$ cat config.mk
export PLATFORM = sky130hd
export DESIGN_NAME = ltm_cell
export DESIGN_NICKNAME = d
export VERILOG_FILES = /design/src/rtl/core/ltm_pkg.sv /design/src/rtl/core/ltm_cell.sv
export SDC_FILE = /design/constraint.sdc
export NUM_CORES = 1
export LEC_CHECK = 0
export BUFFER_PORTS_ARGS = -buffer_cell sky130_fd_sc_hd__buf_2
export CAP_MARGIN = 20
export CORE_AREA = 4 4 247 249
export CTS_BUF_LIST = sky130_fd_sc_hd__clkbuf_8 sky130_fd_sc_hd__clkbuf_16
export DETAILED_ROUTE_END_ITERATION = 8
export DIE_AREA = 0 0 251 253
export PLACE_DENSITY = 0.54
export SYNTH_ARGS = -nofsm -noshare
export SYNTH_HDL_FRONTEND = slang
export SYNTH_SLANG_ARGS = --single-unit
$ cat constraint.sdc
create_clock -name clk -period 1.9 [get_ports clk]
set_clock_uncertainty 0.15 [all_clocks]
set_input_delay 0.19 -clock clk [delete_from_list [all_inputs] [get_ports clk]]
set_output_delay 0.19 -clock clk [all_outputs]
set_load 0.05 [all_outputs]
$ cat src/rtl/core/ltm_pkg.sv
// Package for the like-term merge table: status codes and the shared
// cell-chain control types. No dependencies.
package ltm_pkg;

  localparam int COEF_W   = 32;
  localparam int SLOT_W   = 6;
  localparam int STATUS_W = 2;
  localparam int VID_W    = 8;

  typedef enum logic [1:0] {
    ST_APPENDED = 2'd0,
    ST_MERGED   = 2'd1,
    ST_EMPTY    = 2'd2,
    ST_FULL     = 2'd3
  } status_t;

  typedef enum logic [1:0] {
    FSM_IDLE  = 2'd0,
    FSM_SCAN  = 2'd1,
    FSM_MOD   = 2'd2,
    FSM_OUT   = 2'd3
  } fsm_t;

  // token walking down the chain of cells during a search
  typedef struct packed {
    logic tok;    // search token at this cell
    logic found;  // an earlier cell already matched
  } ltm_tok_t;

endpackage

$ cat src/rtl/core/ltm_cell.sv
// One table entry of the like-term merge table: key, coefficient, valid.
// Depends on ltm_pkg.
module ltm_cell #(
  parameter int KEY_W = 262
) (
  input  logic                 clk,
  input  logic                 rst_n,
  input  logic                 clr,
  input  logic                 wr_en,
  input  logic [KEY_W-1:0]     wr_key,
  input  logic [31:0]          wr_coef,
  input  logic                 coef_en,
  input  logic [31:0]          coef_val,
  input  logic [KEY_W-1:0]     srch_key,
  input  ltm_pkg::ltm_tok_t    tok_in,
  output ltm_pkg::ltm_tok_t    tok_out,
  output logic                 hit,
  output logic                 vld,
  output logic [31:0]          coef
);
  import ltm_pkg::*;

  logic             vld_r;
  logic [KEY_W-1:0] key_r;
  logic [31:0]      coef_r;
  ltm_tok_t         tok_r;

  // hit only when the token reaches this cell and nothing earlier matched
  assign hit     = tok_in.tok && !tok_in.found && vld_r && (key_r == srch_key);
  assign vld     = vld_r;
  assign coef    = coef_r;
  assign tok_out = tok_r;

  always_ff @(posedge clk) begin
    if (!rst_n || clr) begin
      vld_r <= 1'b0;
      tok_r <= '0;
    end else begin
      tok_r.tok   <= tok_in.tok;
      tok_r.found <= tok_in.found || hit;
      if (wr_en) vld_r <= 1'b1;
    end
  end

  always_ff @(posedge clk) begin
    if (wr_en) begin
      key_r  <= wr_key;
      coef_r <= wr_coef;
    end else if (coef_en) begin
      coef_r <= coef_val;
    end
  end

endmodule

* Word-level counts from Yosys, hierarchy flattened *
Index checks and enable logic that the tools add are counted.

cells by class
  $mul = 0
  shift-type cells = 0
  equality and inequality tests = 1
  muxes and demuxes = 2
  order comparisons = 0
  add/subtract/negate cells = 0
  reductions and logical operators = 8
  divide/modulo/power cells = 0
  bitwise gates (word level) = 0

operators by type and width
  kind                number
  == test 262 bit     1
  2-to-1 mux 32 bit   2
  logical AND 1 bit   3
  zero test 1 bit     2
  logical OR 1 bit    2
  nonzero test 2 bit  1

storage, ports and cells
  latch bits = 0
  input bits = 595
  register bits = 297
  memories kept = 0
  RAM bits = 0
  memory bits (read-only) = 0
  logic and storage cells = 16
  output and inout port bits = 36

* Longest topological paths before layout *
Gate-level depths: netlist of run 1.

  depth in word-level cells = 5
  depth in mapped cells = 6
  depth with buffers taken out = 6

* Worst setup path before layout of run 1 *
OpenSTA, ideal clock, no wires.

  kind = register to output
  from = register key_r[172]
  to = output port hit
  setup slack = -897 ps
  data arrival time = 2,457 ps
  required time = 1,560 ps
  path buffers = 0
  cell stages (with the launch flop) = 6
  cell sequence = edfxtp_1 > a22o_1 > or4_4 > nor4_4 > nand3_2 > nor4_2

between the ends
  cells in the longest elaborated chain, start to end = 2

RTL lines
  what                    RTL line        source
  from (decl)             ltm_cell.sv:24  logic [KEY_W-1:0] key_r;
  from (signal assigned)  ltm_cell.sv:47  key_r <= wr_key;
  == test 262 bit         ltm_cell.sv:29  assign hit = tok_in.tok && !tok_in.found && vld_r && (key_r == srch_key);
  logical AND 1 bit       ltm_cell.sv:29
  to (decl)               ltm_cell.sv:17  output logic hit,

No other way between the ends.

* Worst setup path in the final report of run 1 *
  from = register key_r[245]
  to = output port hit

The elaborated chain is that of the path after synthesis.

==> metrics.txt, run 1 <==
status=finished, violations left; failing checks=setup timing; Setup violations, final=2; clk buf depth=3; max-cap viol count=0; number of synthesized flops with an enable pin=between 200 and 300; total power=about 17 mW; Setup crit start=key_r[245]; Netlist cell types=slightly above 40; Peak Freq=302 MHz; CTS Root Cell=clkbuf_16; reg-to-reg setup timing slack=-270 ps; CP delay by family, top=simple AND/OR/NAND/NOR gates; Chip Width=251 µm; syn nets=approximately 1,300; Final WS setup=-1410 ps; dominant synthesized flop cell=edfxtp_1; Worst R2R Start=key_r[245]; routability cong.=between 0.9 and 1; Final min period=~3300 ps; Rel. slew slack=0.470; Worst Hold Class=in2reg; met2 wire length=~24,000 µm; placed inst area=about 17,000 µm²; core area=just under 60,000 µm²; non-filler instance count after layout=2,609; Worst-path clk slew=60 ps; wire length on met3=3620 µm; critical path depth in cells=10; largest net degree at the start of global routing=76; clk sinks=slightly below 300; vias in the first global route=11,743; Least-Margin Pin Slew=just under 800 ps; htree depth=2; slowest stage delay, CP=between 300 and 400 ps; WS Path Type=reg2out; Avg WL per Cell=between 15 and 20 µm; fill cell count=around 5,600; hold_ws=~33 ps; CP Launch Type=register; WL met1=17,200 µm; worst vdd ir=approximately 0.75 mV; critical path capture point=hit; Initial Util=0.212; row count=89; nets@finish=2,395; Detail Route Antenna Nets=0; Port Buffer Count=630; Crit path buffers/inverters=4; Synth Register Bits=297; CP max FO=2; Max Slew Vio Count=0; DRC viols=0; Yosys warnings=0; end of the worst register-to-register path=tok_out[0]; sequential cell area fraction in the yosys report=0.714; unrepaired setup endpoints after global routing=true; Hold Vio Cnt, Final=0; clock buffer count from CTS=37; antenna violations before repair=14; final core utilization=0.368; final instance area=21,600 µm²; Die Y=253 µm; highest routed layer=met5; Leakage=between 9 and 10 nW; Vias=just over 10,000; Reg2Reg Depth=8; dpl cells=2,202; required time worst endpoint=approximately 1600 ps; Critical Path AT=just under 3000 ps; Die Footprint=63,500 µm²; CTS tree=done; Setup crit end kind=primary output; Final HPWL DP=around 36,000 µm; grt total ovfl=0; first-pass GRT wire length=67,600 µm; Total Wirelength=46,600 µm; syn_area_per_cell=roughly 17 µm²; I/O pin cnt=between 600 and 700; Async S/R FF share, synth=0; GRT Resource Usage Total=0.141; period utilization=1.74; cells after synthesis=738; Vias/cell=3.94; Synth Cell Area=between 10,000 and 15,000 µm²; fraction of final layout cells sized beyond drive strength 1=0.435; pwr dens=786 nW/µm²; Layout area overhead=73.8%; DRT iter0 DRCs=~370; crit path cell chain=xor2_1 -> nor4_2 -> nand4_1 -> buf_6 -> nor4_4 -> buf_4 -> nand3_2 -> nor4_4 -> buf_4 -> buf_12; Clk Latency, worst-skew pair=between 500 and 600 ps; DR pass1 iterations=4; Worst path slowest cell=edfxtp_1
## layout by cell type (no fill, tap or decap), types with 7 or more instances in the layout
cell type      instances
buf_12                 7
clkinv_1               8
nand4_1               19
clkinv_2               7
dlygate4sd3_1        330
buf_4                 59
inv_1                 23
edfxtp_1             294
mux2_2                32
buf_2                628
xor2_1               235
clkbuf_16             37
nor4_1                61
diode_2               11
xnor2_1                9
## cell usage after synthesis (2+ instances only)
master / count / area [µm²]
edfxtp_1: 294 / 8830
xor2_1: 235 / 2060
nor4_1: 68 / 425
mux2_2: 32 / 360
nand4_1: 19 / 119
inv_1: 14 / 52.6
xnor2_1: 9 / 78.8
nand2_1: 6 / 22.5
nand2b_1: 6 / 37.5
nor2_1: 5 / 18.8
nor2b_1: 4 / 25.0
o22ai_1: 4 / 25.0
dfxtp_1: 3 / 60.1
o2111ai_1: 3 / 26.3
a22o_1: 2 / 17.5
a22oi_1: 2 / 15.0
and4b_1: 2 / 20.0
buf_1: 2 / 7.51
clkbuf_1: 2 / 7.51
nor4_2: 2 / 25.0
nor4_4: 2 / 42.5
nor4b_1: 2 / 17.5
or4_1: 2 / 15.0
## metrics by stage
step	setup TNS (ps)	worst slack, ps
after CTS	-1910	-1540
after detailed placement	-1670	-1030
after floorplan	-468	-468
final	-1690	-1410
after global routing	-2080	-1630
after global placement	-1830	-1080
## worst min path at each step
stage / slack, ps / cells past startpoint / endpoint / start
floorplan: 140 / 0 / key_r[0] / wr_key[0]
global placement: 220 / 1 / key_r[247] / wr_key[247]
detailed placement: 220 / 1 / key_r[54] / wr_key[54]
CTS: 5 / 2 / key_r[255] / wr_en
global route: 20 / 2 / key_r[135] / wr_en
finish: 30 / 4 / vld / rst_n
## state kept, by name, indices dropped and copies added (netlist names)
name / flops
tok_out: 2
vld: 1
key_r: 262
coef: 32
## metal layers
metal / GRT usage / vias up
met5: 0 / -
met4: 0.0534 / 2
met3: 0.0399 / 77
met2: 0.258 / 439
met1: 0.155 / 4813
li1: - / 4943
## cell families after synthesis
logic type | Yosys count | synth area share
flops | 297 | 0.714
xor+xnor | 244 | 0.172
simple gates | 127 | 0.0675
mux | 32 | 0.0290
compound gates | 19 | 0.0116
buf+inv | 19 | 0.00573
## repair_timing
action                                  in CTS  in global routing
buffers inserted                             1                  2
hold buffers                               330                  0
pin swaps                                    3                  7
endpoints found under the setup margin       2                  2
gates resized for setup                      6                  6
hold endpoints to repair                   297                  0
## worst min-delay path, cell delays in order
cell and delay [ps]:
buf_2 90, nor2b_1 120, buf_4 160, o21a_1 100
## where the power goes
group,total (mW),switching (mW),internal (mW)
sequential,8.04,0.223,7.82
clock,6.22,2.69,3.53
combinational,2.74,1.27,1.47
total,17.0,4.18,12.8
## cell type report
cell class | instances | area (µm²) | share of cell area
inverter | 15 | 56.3 | 0.00260
tap | 773 | 967 | 0.0447
antenna | 11 | 27.5 | 0.00127
clock inverter | 27 | 130 | 0.00602
timing repair buffer | 1027 | 7070 | 0.327
multi-input combinational | 422 | 3560 | 0.165
sequential | 297 | 8890 | 0.411
clock buffer | 37 | 926 | 0.0428
No activity file was read; power rests on OpenSTA's default activity.
==> inputs of run 2 (changes only) <==
- ABC_AREA: default -> 1
- BUFFER_PORTS_ARGS: -buffer_cell sky130_fd_sc_hd__buf_2 -> default
- CORE_AREA: 4 4 247 249 -> 4 4 243 245
- DIE_AREA: 0 0 251 253 -> 0 0 247 249
- DONT_BUFFER_PORTS: default -> 1
- PLACE_DENSITY: 0.54 -> 0.5
==> metrics.txt, run 2 <==
Layout area overhead=51.2% (was 73.8%); Final HPWL DP=53,000 µm (was 36,000 µm); period utilization=1.48 (was 1.74); number of synthesized flops with an enable pin=294 (unchanged); dominant synthesized flop cell=edfxtp_1 (unchanged); placed inst area=17,500 µm² (was 17,100 µm²); GRT Resource Usage Total=0.206 (was 0.141); Post-synth top cells=nand2_1 (557), edfxtp_1 (294), inv_1 (227) (was edfxtp_1 (294), xor2_1 (235), nor4_1 (68)); htree depth=2 (unchanged); Avg WL per Cell=22.0 µm (was 17.9 µm); critical path capture point=hit (unchanged); end of the worst register-to-register path=tok_out[0] (unchanged); Final min period=2820 ps (was 3310 ps); max-cap viol count=0 (unchanged); Critical Path AT=2480 ps (was 2970 ps); Leakage=9.67 nW (was 9.16 nW); Reg2Reg Depth=12 (was 8); Total Wirelength=65,900 µm (was 46,600 µm); unrepaired setup endpoints after global routing=true (unchanged); Synth Register Bits=297 (unchanged); Setup crit start=key_r[206] (was key_r[245]); first-pass GRT wire length=91,000 µm (was 67,600 µm); status=finished, violations left (unchanged); Detail Route Antenna Nets=0 (unchanged); largest net degree at the start of global routing=298 (was 76); Final WS setup=-917 ps (was -1410 ps); most common cell in the netlist=nand2_1 (was edfxtp_1); Synth Cell Area=14,800 µm² (was 12,400 µm²); crit path cell chain=xor2_1 -> nor4_1 -> buf_4 -> nand3b_1 -> nor2_1 -> nand3_1 -> nor2_4 -> buf_12 (was xor2_1 -> nor4_2 -> nand4_1 -> buf_6 -> nor4_4 -> buf_4 -> nand3_2 -> nor4_4 -> buf_4 -> buf_12); Largest register FFs=262 (unchanged); slowest stage delay, CP=520 ps (was 390 ps); Least-Margin Pin Slew=950 ps (was 796 ps); largest cells by area after synthesis=edfxtp_1 (60%), nand2_1 (14%), xnor2_1 (6.8%) (was edfxtp_1 (71%), xor2_1 (17%), nor4_1 (3.4%)); CP max FO=2 (unchanged); syn nets=2,185 (was 1,333); hold_ws=-374 ps (was 33.0 ps); commonest non-fill, non-tap cell in the layout=nand2_1 (was buf_2); final instance area=22,400 µm² (was 21,600 µm²); I/O pin cnt=631 (unchanged); WS Path Type=reg2out (unchanged); Vias/cell=4.31 (was 3.94); Largest Register=key_r (unchanged); DRC viols=0 (unchanged); row count=88 (was 89); Worst-path clk slew=60 ps (about the same); Die Footprint=61,500 µm² (was 63,500 µm²); CTS tree=done (unchanged); Setup violations, final=30 (was 2); Chip Width=247 µm (was 251 µm); Clk Latency, worst-skew pair=560 ps (was 520 ps); core area=57,100 µm² (was 58,700 µm²); hold_buf cts=339 (was 330); Worst path slowest cell=nor4_1 (was edfxtp_1); Async S/R FF share, synth=0 (unchanged); antenna violations before repair=6 (was 14); pwr dens=830 nW/µm² (was 786 nW/µm²); Hold Vio Cnt, Final=122 (was 0); Peak Freq=355 MHz (was 302 MHz); reg-to-reg setup timing slack=-220 ps (was -270 ps); fraction of final layout cells sized beyond drive strength 1=0.166 (was 0.435); fill cell count=5,536 (was 5,594); CP Launch Type=register (unchanged); Netlist cell types=25 (was 41); top cell type's share of synthesized area=0.597 (was 0.710); required time worst endpoint=1560 ps (about the same); clk sinks=297 (unchanged); Yosys warnings=0 (unchanged); nets@finish=2,784 (was 2,395); Die Y=249 µm (was 253 µm); Worst R2R Start=key_r[149] (was key_r[245]); failing checks=hold timing, setup timing (was setup timing); commonest non-fill, non-tap cells in the layout=nand2_1 (546), dlygate4sd3_1 (339), edfxtp_1 (294) (was buf_2 (628), dlygate4sd3_1 (330), edfxtp_1 (294)); Port Buffer Count=0 (was 630); dpl ws=-623 ps (was -1030 ps); Synth area leader=edfxtp_1 (unchanged); grt total ovfl=0 (unchanged); clk buf depth=3 (unchanged); sequential cell area fraction in the yosys report=0.601 (was 0.714); Setup crit end kind=primary output (unchanged); routability cong.=0.863 (was 0.945); syn_area_per_cell=9.30 µm² (was 16.9 µm²); Initial Util=0.259 (was 0.212); DRT iter0 DRCs=786 (was 374); clock buffer count from CTS=39 (was 37); CTS Root Cell=clkbuf_16 (unchanged); cells after synthesis=1,590 (was 738); Worst Hold Class=in2reg (unchanged); DR pass1 iterations=5 (was 4); Vias=12,869 (was 10,274); Max Slew Vio Count=0 (unchanged); worst vdd ir=0.842 mV (was 0.745 mV); vias in the first global route=13,800 (was 11,743); Rel. slew slack=0.366 (was 0.470)
[run 2: changes by cell type after synthesis, moves of 60 or more]
cell / before / now
inv_1: 14 / 227
nand2_1: 6 / 557
nor2_1: 5 / 213
nor4_1: 68 / 8
xnor2_1: 9 / 115
xor2_1: 235 / 23
[run 2: cell families after synthesis]
kind of cell / count (synthesis) / synth area share
simple gates: 912 / 0.254
xor+xnor: 138 / 0.0818
flops: 297 / 0.601
compound gates: 9 / 0.00364
buf+inv: 234 / 0.0594
[run 2: layer usage]
metal | vias up | GRT usage | wire (µm)
met3 | 108 | 0.0569 | 5170
li1 | 6270 | - | -
met1 | 5996 | 0.238 | 25500
met4 | 4 | 0.0658 | 2020
met2 | 491 | 0.369 | 33200
met5 | - | 0 | 21
[run 2: report_power, final]
group	internal [mW]	total (mW)	switching, mW
Clock	3.93	6.98	3.05
Combinational	1.68	3.21	1.52
Sequential	7.83	8.37	0.541
[run 2: worst min path at each step]
stage / from / endpoint / slack (ps) / cells after the start
2_1_floorplan: wr_key[0] / key_r[0] / 140 / 0
3_5_place_dp: wr_key[197] / key_r[197] / 140 / 0
3_3_place_gp: wr_key[105] / key_r[105] / 140 / 0
6_report: wr_en / key_r[45] / -370 / 0
4_1_cts: wr_en / key_r[45] / -410 / 0
5_1_grt: wr_en / key_r[45] / -400 / 0
[run 2: metrics by stage]
stage                     utilization  hold slack, ps  total power, mW  std cells  setup TNS, ps
final                           0.391            -374             18.6       2988          -2550
after detailed placement        0.305             139             11.0       2574          -1180
after global placement          0.305             139             11.0       2574          -1200
after global routing            0.391            -402             19.4       2987          -1400
after floorplan                     -             139             9.58       1590              0
after CTS                       0.389            -411             18.8       2983          -1290
[run 2: final cells by class]
class	count	area, µm²	share of cell area
Clock inverter	31	229	0.0102
Sequential cell	297	8890	0.398
Clock buffer	39	976	0.0437
Tap cell	765	957	0.0428
Multi-Input combinational cell	1059	5300	0.237
Inverter	227	852	0.0381
Timing Repair Buffer	565	5140	0.230
Antenna cell	5	12.5	0.000560
[run 2: critical path: cells and delay by family, from the launching register on]
kind,cells,cell delay [ps]
flip-flops,1,370
buffers and inverters,2,390
AND/OR/NAND/NOR,5,960
XOR/XNOR,1,220
[run 2: what timing repair did]
| item | in CTS | in global routing |
|---|---|---|
| pin swaps | 4 | 14 |
| endpoints found under the hold margin | 559 | 262 |
| setup buffers | 0 | 1 |
| endpoints found under the setup margin | 2 | 2 |
| gates resized for setup | 31 | 31 |
