--- config.mk ---
export PLATFORM = sky130hd
export DESIGN_NAME = ltm_modadd
export DESIGN_NICKNAME = d
export VERILOG_FILES = /design/src/rtl/core/ltm_pkg.sv /design/src/rtl/core/ltm_modadd.sv
export SDC_FILE = /design/constraint.sdc
export NUM_CORES = 1
export LEC_CHECK = 0
export BUFFER_PORTS_ARGS = -buffer_cell sky130_fd_sc_hd__buf_4
export CORE_UTILIZATION = 59
export CTS_BUF_LIST = sky130_fd_sc_hd__clkbuf_8
export CTS_CLUSTER_SIZE = 20
export DETAILED_ROUTE_END_ITERATION = 7
export PLACE_DENSITY = 0.83
export SLEW_MARGIN = 20
export SYNTH_ARGS = -nofsm -noshare
export SYNTH_HDL_FRONTEND = slang
export SYNTH_SLANG_ARGS = --single-unit
--- constraint.sdc ---
create_clock -name clk -period 6.2 [get_ports clk]
set_input_delay 0.93 -clock clk [delete_from_list [all_inputs] [get_ports clk]]
set_output_delay 0.93 -clock clk [all_outputs]
set_load 0.03 [all_outputs]
--- src/rtl/core/ltm_pkg.sv ---
// Package for the like-term merge table: status codes and the shared
// cell-chain control types. No dependencies.
package ltm_pkg;

  localparam int COEF_W   = 32;
  localparam int SLOT_W   = 6;
  localparam int STATUS_W = 2;
  localparam int VID_W    = 8;

  typedef enum logic [1:0] {
    ST_APPENDED = 2'd0,
    ST_MERGED   = 2'd1,
    ST_EMPTY    = 2'd2,
    ST_FULL     = 2'd3
  } status_t;

  typedef enum logic [1:0] {
    FSM_IDLE  = 2'd0,
    FSM_SCAN  = 2'd1,
    FSM_MOD   = 2'd2,
    FSM_OUT   = 2'd3
  } fsm_t;

  // token walking down the chain of cells during a search
  typedef struct packed {
    logic tok;    // search token at this cell
    logic found;  // an earlier cell already matched
  } ltm_tok_t;

endpackage

--- src/rtl/core/ltm_modadd.sv ---
// Iterative modular add: (a + b) mod m, one conditional subtract of a
// shifted modulus per cycle. Depends on ltm_pkg.
module ltm_modadd (
  input  logic        clk,
  input  logic        rst_n,
  input  logic        go,
  input  logic [31:0] a,
  input  logic [31:0] b,
  input  logic [31:0] m,
  output logic        done,
  output logic [31:0] res
);
  import ltm_pkg::*;

  logic [32:0] rem_r, rem_nxt;
  logic [64:0] div_r, div_nxt;
  logic [5:0]  cnt_r, cnt_nxt;
  logic        busy_r, busy_nxt;
  logic        done_r, done_nxt;
  logic        zmod_r, zmod_nxt;

  // 33 steps: the divisor runs from m << 32 down to m << 0
  always_comb begin
    rem_nxt  = rem_r;
    div_nxt  = div_r;
    cnt_nxt  = cnt_r;
    busy_nxt = busy_r;
    done_nxt = 1'b0;
    zmod_nxt = zmod_r;
    if (go) begin
      rem_nxt  = {1'b0, a} + {1'b0, b};
      div_nxt  = {1'b0, m, 32'd0};
      cnt_nxt  = 6'd32;
      busy_nxt = 1'b1;
      zmod_nxt = (m == 32'd0);
    end else if (busy_r) begin
      if (!zmod_r && ({32'd0, rem_r} >= div_r)) rem_nxt = 33'(({32'd0, rem_r} - div_r));
      div_nxt = div_r >> 1;
      cnt_nxt = cnt_r - 6'd1;
      if (cnt_r == 6'd0) begin
        busy_nxt = 1'b0;
        done_nxt = 1'b1;
      end
    end
  end

  always_ff @(posedge clk) begin
    if (!rst_n) begin
      busy_r <= 1'b0;
      done_r <= 1'b0;
    end else begin
      busy_r <= busy_nxt;
      done_r <= done_nxt;
    end
    rem_r  <= rem_nxt;
    div_r  <= div_nxt;
    cnt_r  <= cnt_nxt;
    zmod_r <= zmod_nxt;
  end

  assign done = done_r;
  assign res  = rem_r[31:0];

endmodule

# Word-level counts from Yosys, hierarchy flattened
# Cells that the tools add are included.
[classes] add_sub_neg=3 n_mul=0 div=0 order_cmp=1 eq_ne=0 shift=0 muxes=9 n_bitwise=2 reduce_logical=8
[ops] op="$mux 64" n=2
[ops] op="$mux 33" n=3
[ops] op="$ge 33x64->1" n=1
[ops] op="$add 32x32->33" n=1
[ops] op="$sub 33x33->33" n=1
[ops] op="$logic_not 32->1" n=1
[ops] op="$logic_not 6->1" n=1
[ops] op="$sub 6x1->6 const B" n=1
[ops] op="$mux 1" n=4
[ops] op="$reduce_bool 2->1" n=2
[ops] op="$reduce_or 3->1" n=1
[ops] op="$not 1->1" n=2
[ops] op="$reduce_and 2->1" n=1
[ops] op="$logic_and 1x1->1" n=1
[ops] op="$logic_not 1->1" n=1
[word_totals] reg_bits=106 latchBits=0 ramBits=0 romBits=0 out_inout_bits=33 elab_cells=30 mem_count=0

# Longest topological paths before layout
# Gate-level depths: netlist of run 1.
[depth] depth_word=5 ltp_mapped=12 depth_no_buf=12

# Worst setup path after synthesis of run 1
# Ideal clock, no wire load.
[synth_path] path_kind="reg2reg" from="register rem_r[0]" to="register rem_r[0], enable pin" arrival_ns=4.493 t_required_ns=5.731 setup_slack_ns=1.238 stages_incl_launch_ff=13 n_path_buf=0 period_less_slack_ns=4.962 cell_sequence="edfxtp_1 > inv_1 > ha_1 > fa_1 > nand2b_1 > a21oi_1 > o31ai_1 > a21oi_2 > a21oi_2 > o21ai_2 > a21o_1 > a211oi_1 > o21ai_0"
[synth_via] elab_chain_cells=4
[synth_rtl] item="start, declared" line="ltm_modadd.sv:15" source="logic [32:0] rem_r, rem_nxt;"
[synth_rtl] item="start signal, assigned" line="ltm_modadd.sv:55" source="rem_r <= rem_nxt;"
[synth_rtl] item="$ge 33x64->1" line="ltm_modadd.sv:37" source="if (!zmod_r && ({32'd0, rem_r} >= div_r)) rem_nxt = 33'(({32'd0, rem_r} - div_r));"
[synth_rtl] item="$logic_and 1x1->1" line="ltm_modadd.sv:37"
[synth_rtl] item="$reduce_bool 2->1 (no source line)"
[synth_rtl] item="$reduce_and 2->1 (no source line)"
# No other way between the ends.
# A chain may end at the register's enable or synchronous reset.

# Worst setup path in the final report of run 1
[layout_path] from="register rem_r[0]" to="register rem_r[3], enable pin"
# Same word-level chain as after synthesis.

==> metrics, run 1 <==
fin crit period between 3000 and 4000 ps; post_cts resized 0; predominant post-synthesis flop cell edfxtp_1; measured slew at the worst slew-check pin ~730 ps; commonest non-fill, non-tap cell in the layout buf_4; starting density of the core approximately three fifths; count of final hold-check violations 0; Worst path max stage delay approximately 530 ps; Final Cycle Share between 60 and 70%; Met2 Wirelength between 8000 and 9000 um; width of the die around 120 um; H-tree levels 3; crit-path cells inv_1, ha_1, fa_1, nand2b_1, a21oi_1, o31ai_1, a21oi_2, a21oi_2, o21ai_2, a21o_1, a211oi_1, o21ai_2, buf_4; cell area after synthesis slightly above 0.008 mm^2; CP endpoint kind flop; CP max FO 23; Post-synth EDFFs 66; vias per inst 5.95; antenna-violating nets left 0; Ports 132; die height around 120 um; # setup viols final 0; Hold Buf Count CTS 0; number of global-route vias before repair 6440; CTS Buf Count 9; first-pass GRT wire length around 32000 um; final net count approximately 1100; Setup TNS Final 0 ps; clk sinks ~110; clk slew on worst S/H paths about 110 ps; area occupied by multi-input gates roughly 0.0047 mm^2; FP Rows between 40 and 50; gr usage total 28.1%; drt total wl around 19000 um; leakage around 3.8 nW; synth top area cells edfxtp_1 (24%), ha_1 (10%), dfxtp_1 (9.9%); total power per unit cell area between 200 and 250 mW/mm^2; residual DRC count 0; Register Area 0.00278 mm^2; most frequent cells in the layout buf_4 (135), nor2_1 (87), a21oi_1 (73); Syn Area/Cell roughly 9 um^2; largest net degree at the start of global routing between 60 and 70; Top Metal Used met4; drt initial violations approximately 600; Hold WS 494 ps; Pins Over Slew Limit 0; dominant cell type by area after synthesis edfxtp_1; RSZ-0062 raised after global routing no; Overflow after GRT 0; post-synth top area share between 20% and 30%; Post-CTS Setup Bufs 0; initial antenna violation count 0; Power, Total 0.00222 W; Placeable Area around 0.013 mm^2; number of diodes 0; R2R setup slack 2480 ps; DRT met1 WL between 8000 and 9000 um; first-pass iteration count of the detailed router 5; HPWL after DPL ~15000 um; die area 0.0142 mm^2; Post-synth ARST share 0%; CP max stage cell o21ai_2; sequential fraction of the synthesis area 34.4%; drt wl/cell around 16 um; pre-CTS setup slack approximately 2500 ps; Hold Path Class reg2reg; Area Overhead vs Synth 12.5%; Cells after Synth between 800 and 900; WS Path Type reg2reg; Distinct cells, synth 75; Synth warnings 0; Worst setup SP type flop; GPL Wtd Cong approximately 0.97; Req. time, crit path around 6300 ps; post-synthesis register bit count about 110; share of cells above drive strength 1 a little under a fifth; maximum VDD drop roughly 0.15 mV; clk_lat worst skew roughly 400 ps; Clock Path Buffers 2; Clk Tree Root Cell clkbuf_8; # fillers 1054; vias 6867; worst setup margin 2480 ps; syn nets around 1100; status completed; worst clock skew between 20 and 25 ps; Fmax 269 MHz; CTS tree built; PortBufs 131; worst rel slew slack 51.1%; Max Cap Viol 0; CP arrival between 3000 and 4000 ps; met3 WL between 1500 and 2000 um
==> cells in the mapped netlist (all sizes together) (7+ instances only) <==
| cell type | count |
|---|---|
| nor2 | 87 |
| a21oi | 77 |
| ha | 67 |
| edfxtp | 66 |
| nand2 | 60 |
| inv | 52 |
| o21ai | 47 |
| buf | 42 |
| dfxtp | 40 |
| mux2i | 38 |
| a22o | 31 |
| a21o | 29 |
| xor2 | 28 |
| xnor2 | 27 |
| clkbuf | 26 |
| nor3 | 18 |
| nor4 | 17 |
| nand2b | 14 |
| nand3 | 14 |
| a211oi | 12 |
| nand4 | 11 |
| o21a | 11 |
| and3 | 8 |
| o21bai | 7 |
==> kinds of logic after synthesis <==
group,count (synthesis),share of synthesized area [%]
AO/OA/AOI/OAI,255,21.5
AND/OR/NAND/NOR,252,14.9
buffers and inverters,120,7.57
flip-flops,106,34.4
adder cells (fa/ha/maj),69,10.9
XOR/XNOR,55,5.95
multiplexers,39,4.84
==> sequential cells by signal (all words and copies together), names as in the netlist <==
register,flops
rem_r,33
done,1
busy_r,1
zmod_r,1
cnt_r,6
div_r,64
==> stage by stage <==
stage               utilization [%]  cells  area [um^2]
floorplan                         -    896         8100
global placement               67.1   1139         8920
detailed placement             67.1   1139         8920
CTS                            68.5   1155         9110
global route                   68.5   1155         9110
finish                         68.5   1155         9110
==> critical path, delay by kind of cell, from the launching register on <==
kind	cells	cell delay [ps]
compound gates	8	1750
fa+ha+maj	2	600
simple gates	1	200
flops	1	370
buf+inv	2	470
==> power breakdown <==
part	switching, W	total, W	leakage (nW)	internal, W
logic	0.000516	0.000894	2.67	0.000378
clock network	0.000249	0.000436	0.107	0.000187
registers	0.0000495	0.000887	0.992	0.000837
total	0.000814	0.00222	3.77	0.00140
==> path summary, 6_finish.rpt <==
kind | depth (start not counted) | start | endpoint
setup reg to reg | 13 | rem_r[0] | rem_r[3]
hold reg to reg | 2 | cnt_r[0] | cnt_r[0]
setup / recovery | 13 | rem_r[0] | rem_r[3]
hold / removal | 2 | cnt_r[0] | cnt_r[0]
==> per-layer routing <==
layer	up-vias	GRT usage [%]
met5	-	0
met4	0	7.67
met3	22	7.33
met2	257	42.5
met1	3191	39.4
li1	3397	-
==> area by class of cell <==
| type | instances | share of cell area, % |
|---|---|---|
| well taps | 176 | 2.42 |
| clock inverters | 7 | 0.742 |
| inverters | 52 | 2.14 |
| multi-input cells | 670 | 51.7 |
| clock buffers | 9 | 1.36 |
| repair buffers | 135 | 11.1 |
| flip-flops and latches | 106 | 30.6 |
No activity file was read; power rests on OpenSTA's default activity.
==> inputs of run 2 (changes only) <==
- clock period: 6.2 -> 3.66 ns (I/O delays scaled with it)
==> run 2 against run 1 <==
Net effect: via count rose by 0.96%; count of clock-buffer cells in the layout did not move; critical path depth did not move; cell area barely moved; non-clock buffer count rose by 1; critical path type unchanged; highest routed layer unchanged.
==> metrics, run 2 (synthesis results as in run 1) <==
# setup viols final 0; count of final hold-check violations 0; drt initial violations roughly 590; die area 0.0142 mm^2; Crit Reg-Reg Endpoint rem_r[1]; gr usage total between 20% and 30%; worst hold start rst_n; initial antenna violation count 0; number of buffer and inverter stages on the critical path 2; placed inst area a little under 0.009 mm^2; maximum VDD drop 0.225 mV; clk_lat worst skew about 400 ps; Placeable Area ~0.013 mm^2; CP max stage cell fa_1; HPWL after DPL around 15000 um; Top reg by flops div_r; hold endpoint done; CTS Buf Count 9; measured slew at the worst slew-check pin between 800 and 900 ps; Worst path max stage delay about 390 ps; drt total wl between 15000 and 20000 um; Area Overhead vs Synth 12.6%; Hold Path Depth 3; starting density of the core about three fifths; total power per unit cell area approximately 400 mW/mm^2; Ports around 130; reg2reg start rem_r[0]; antenna-violating nets left 0; Final Cycle Share about nine tenths; CP max FO 21; Hold Path Class in2reg; Pins Over Slew Limit 0; clk sinks 106; Layout Utilization 68.6%; worst clock skew 16.9 ps; vias approximately 6900; share of cells above drive strength 1 a little under a fifth; fin crit period ~3200 ps; PortBufs between 100 and 150; Req. time, crit path 3740 ps; CTS tree built; Clock Path Buffers 2; Hold Buf Count CTS 0; Post-CTS Setup Bufs 0; pre-CTS setup slack approximately 460 ps; Worst setup SP type flop; WS Path Type reg2reg; vias per inst around 6.0; R2R setup slack about 420 ps; design area slightly above 0.009 mm^2; CP arrival 3320 ps; RSZ-0062 raised after global routing no; H-tree levels 3; worst setup margin 420 ps; commonest non-fill, non-tap cell in the layout buf_4; clk slew on worst S/H paths around 120 ps; Fmax about 310 MHz; FP Rows 42; Setup TNS Final 0 ps; biggest regs div_r (64), rem_r (33), cnt_r (6); number of global-route vias before repair roughly 6400; leakage about 3.8 nW; Largest register FFs between 60 and 70; drt wl/cell about 17 um; CP endpoint kind flop; post_cts resized 0; first-pass iteration count of the detailed router 5; GPL Wtd Cong 0.956; worst rel slew slack between 40% and 50%; status completed; die height roughly 120 um; reg2reg path depth 13; width of the die 119 um; most frequent cells in the layout buf_4 (136), nor2_1 (87), a21oi_1 (73); final net count between 1000 and 1500; Clk Tree Root Cell clkbuf_8; first-pass GRT wire length between 30000 and 40000 um; number of diodes 0; critical path's top delay family compound AO/OA/AOI/OAI gates; # fillers 1104; largest net degree at the start of global routing a little over 80; Max Cap Viol 0; residual DRC count 0; crit-path cells inv_1, ha_1, fa_1, nand2b_1, a21oi_1, o31ai_1, a21oi_2, a21oi_2, o21ai_2, a21o_1, a211oi_1, o21ai_2, buf_4; Overflow after GRT 0
==> run 2: changes by cell type in the layout (fill, tap and decap cells not counted), sizes merged <==
cell / before / now
inv: 58 / 57
clkinv: 0 / 2
buf: 135 / 136
bufinv: 1 / 0
==> run 2: layer usage <==
layer / routed length, um / vias to the layer above / part of all wire, % / track usage, %
met1: 8670 / 3227 / 45 / 38.1
met4: 283 / 0 / 1.5 / 7.91
li1: - / 3401 / - / -
met5: 0 / - / 0 / 0
met3: 1760 / 23 / 9.1 / 6.80
met2: 8500 / 282 / 44 / 41.5
==> run 2: how the worst max path moves through the flow <==
stage / startpoint / end / slack (ps) / depth (start not counted)
floorplan: rem_r[0] / rem_r[0] / 200 / 12
global placement: a[0] / rem_r[26] / 540 / 13
detailed placement: a[0] / rem_r[26] / 460 / 13
CTS: rem_r[0] / rem_r[8] / 440 / 13
global route: rem_r[0] / rem_r[8] / 220 / 13
finish: rem_r[0] / rem_r[1] / 420 / 13
==> run 2: cell type report <==
cell class,instances,area [um^2],share of cell area (%)
sequential,106,2780,30.5
timing repair buffer,136,1020,11.2
clock buffer,9,124,1.36
multi-input combinational,670,4710,51.6
clock inverter,7,68.8,0.755
inverter,52,195,2.14
tap,176,220,2.41
==> run 2: power breakdown <==
group / internal [W] / switching, W
Sequential: 0.00142 / 0.0000826
Clock: 0.000268 / 0.000466
Combinational: 0.000641 / 0.000879
==> run 2: metrics by stage <==
step	cells	hold WS, ps	total power [W]
finish	1156	370	0.00376
global route	1156	360	0.00395
CTS	1156	354	0.00375
detailed placement	1140	476	0.00302
global placement	1140	458	0.00299
floorplan	896	450	0.00267
==> run 2: worst min-delay path: cells and delay by family <==
family	cells	cell delay, ps
buffers and inverters	1	110
and+or+nand+nor	2	80
==> inputs of run 3 (changes only) <==
- MAX_ROUTING_LAYER: unset -> met4
==> run 3 against run 2 <==
Net effect: combinational power hardly changed; first-iteration DRC count is 5.9% lower; cell area is 0.25% lower; setup slack worse by 18 ps; maximum frequency is 0.55% lower; clock skew is 9.5 ps lower; sequential share of layout area is 0.076 points higher; via count is 1.1% lower; worst hold slack better by 20 ps; clock power is 9.3% lower; final cell count stayed put; largest cell class unchanged.
==> metrics, run 3 (synthesis results as in run 1) <==
Worst path max stage delay 390 ps; design area ~0.0091 mm^2; DRT met1 WL ~9000 um; status completed; Clk Tree Root Cell clkbuf_8; most frequent cells in the layout buf_4 (136), nor2_1 (87), a21oi_1 (73); fin crit period ~3300 ps; Hold Path Class in2reg; Setup TNS Final 0 ps; drt wl/cell about 17 um; die height ~120 um; Layout Utilization between 60% and 70%; die area ~0.014 mm^2; FP Rows between 40 and 50; CP endpoint kind flop; width of the die about 120 um; Req. time, crit path 3730 ps; commonest non-fill, non-tap cell in the layout buf_4; CP arrival about 3300 ps; Top Metal Used met4; Ports ~130; pre-CTS setup slack about 460 ps; critical path's top delay family compound AO/OA/AOI/OAI gates; post_cts resized 0; CP max FO 21; RSZ-0062 raised after global routing no; CP max stage cell fa_1; Area Overhead vs Synth 12.4%; Hold Buf Count CTS 0; Pins Over Slew Limit 0; Clock Path Buffers 2; crit-path cells inv_1, ha_1, fa_1, nand2b_1, a21oi_1, o31ai_1, a21oi_2, a21oi_2, o21ai_2, a21o_1, a211oi_1, o21ai_2, buf_4; PortBufs about 130; Hold WS slightly below 400 ps; H-tree levels 3; Top reg by flops div_r; Max Cap Viol 0; WS Path Type reg2reg; Met2 Wirelength approximately 8500 um; worst setup margin between 400 and 500 ps; final net count approximately 1100; initial antenna violation count 0; CTS tree built; vias slightly below 7000; Post-CTS Setup Bufs 0; clk sinks about 110; Final Cycle Share between 80% and 90%; leakage about 3.8 nW; worst rel slew slack between 40% and 50%; gr usage total roughly 28%; vias per inst around 5.9; met3 WL 1520 um; largest net degree at the start of global routing just over 80; total power per unit cell area 406 mW/mm^2; biggest regs div_r (64), rem_r (33), cnt_r (6); first-pass GRT wire length slightly above 30000 um; count of final hold-check violations 0; first-pass iteration count of the detailed router 5; area occupied by multi-input gates between 0.004 and 0.005 mm^2; share of cells above drive strength 1 a little under a fifth; Placeable Area between 0.01 and 0.015 mm^2; starting density of the core 60.9%; GPL Wtd Cong ~0.96; maximum VDD drop between 0.2 and 0.25 mV; number of buffer and inverter stages on the critical path 2; # fillers approximately 1100; number of diodes 0; CTS Buf Count 9; placed inst area roughly 0.009 mm^2; Fmax between 300 and 400 MHz; number of global-route vias before repair 6334; Worst setup SP type flop; # setup viols final 0; Overflow after GRT 0; drt total wl 19100 um; clk_lat worst skew around 400 ps; measured slew at the worst slew-check pin 815 ps; worst clock skew between 7 and 8 ps; clk slew on worst S/H paths roughly 100 ps; residual DRC count 0; Largest register FFs 64; drt initial violations between 500 and 600; Register Area around 0.0028 mm^2; HPWL after DPL roughly 15000 um; antenna-violating nets left 0
run 3: changes by cell type in the layout (fill, tap and decap cells not counted):
| cell | delta |
|---|---|
| inv_6 | -2 |
| clkinvlp_4 | +1 |
| inv_8 | -2 |
| clkinv_4 | +2 |
| inv_1 | +1 |
| clkinv_8 | -1 |
| clkinvlp_2 | +1 |
run 3: cell type report:
type                       instances  share of cell area (%)
sequential                       106                    30.6
clock inverter                     7                   0.509
inverter                          52                    2.15
multi-input combinational        670                    51.7
clock buffer                       9                    1.36
timing repair buffer             136                    11.2
tap                              176                    2.42
run 3: final timing paths:
kind	startpoint	endpoint	slack, ps	cells after the start
setup / recovery	rem_r[0]	rem_r[0]	400	13
hold / removal	rst_n	done	390	3
setup reg to reg	rem_r[0]	rem_r[0]	400	13
hold reg to reg	cnt_r[0]	cnt_r[0]	500	2
run 3: per-stage QoR:
| step | power, W | cells |
|---|---|---|
| floorplan | 0.00267 | 896 |
| CTS | 0.00368 | 1156 |
| finish | 0.00369 | 1156 |
| detailed placement | 0.00302 | 1140 |
| global placement | 0.00299 | 1140 |
| global route | 0.00390 | 1156 |
run 3: power by group:
part | total, W | internal [W] | switching [W]
Combinational | 0.00152 | 0.000641 | 0.000881
Clock | 0.000667 | 0.000246 | 0.000421
Sequential | 0.00150 | 0.00142 | 0.0000852
run 3: worst register-to-register path, stage by stage, from the launching register on:
cell,delay [ps]
edfxtp_1,350
inv_1,40
ha_1,210
fa_1,390
nand2b_1,200
a21oi_1,260
o31ai_1,120
a21oi_2,230
a21oi_2,150
o21ai_2,250
a21o_1,160
a211oi_1,80
o21ai_2,170
buf_4,310
run 3: layer usage:
metal	vias up	track usage, %
li1	3394	-
met1	3156	39.1
met2	281	41.8
met3	26	5.80
met4	0	8.07
met5	-	-
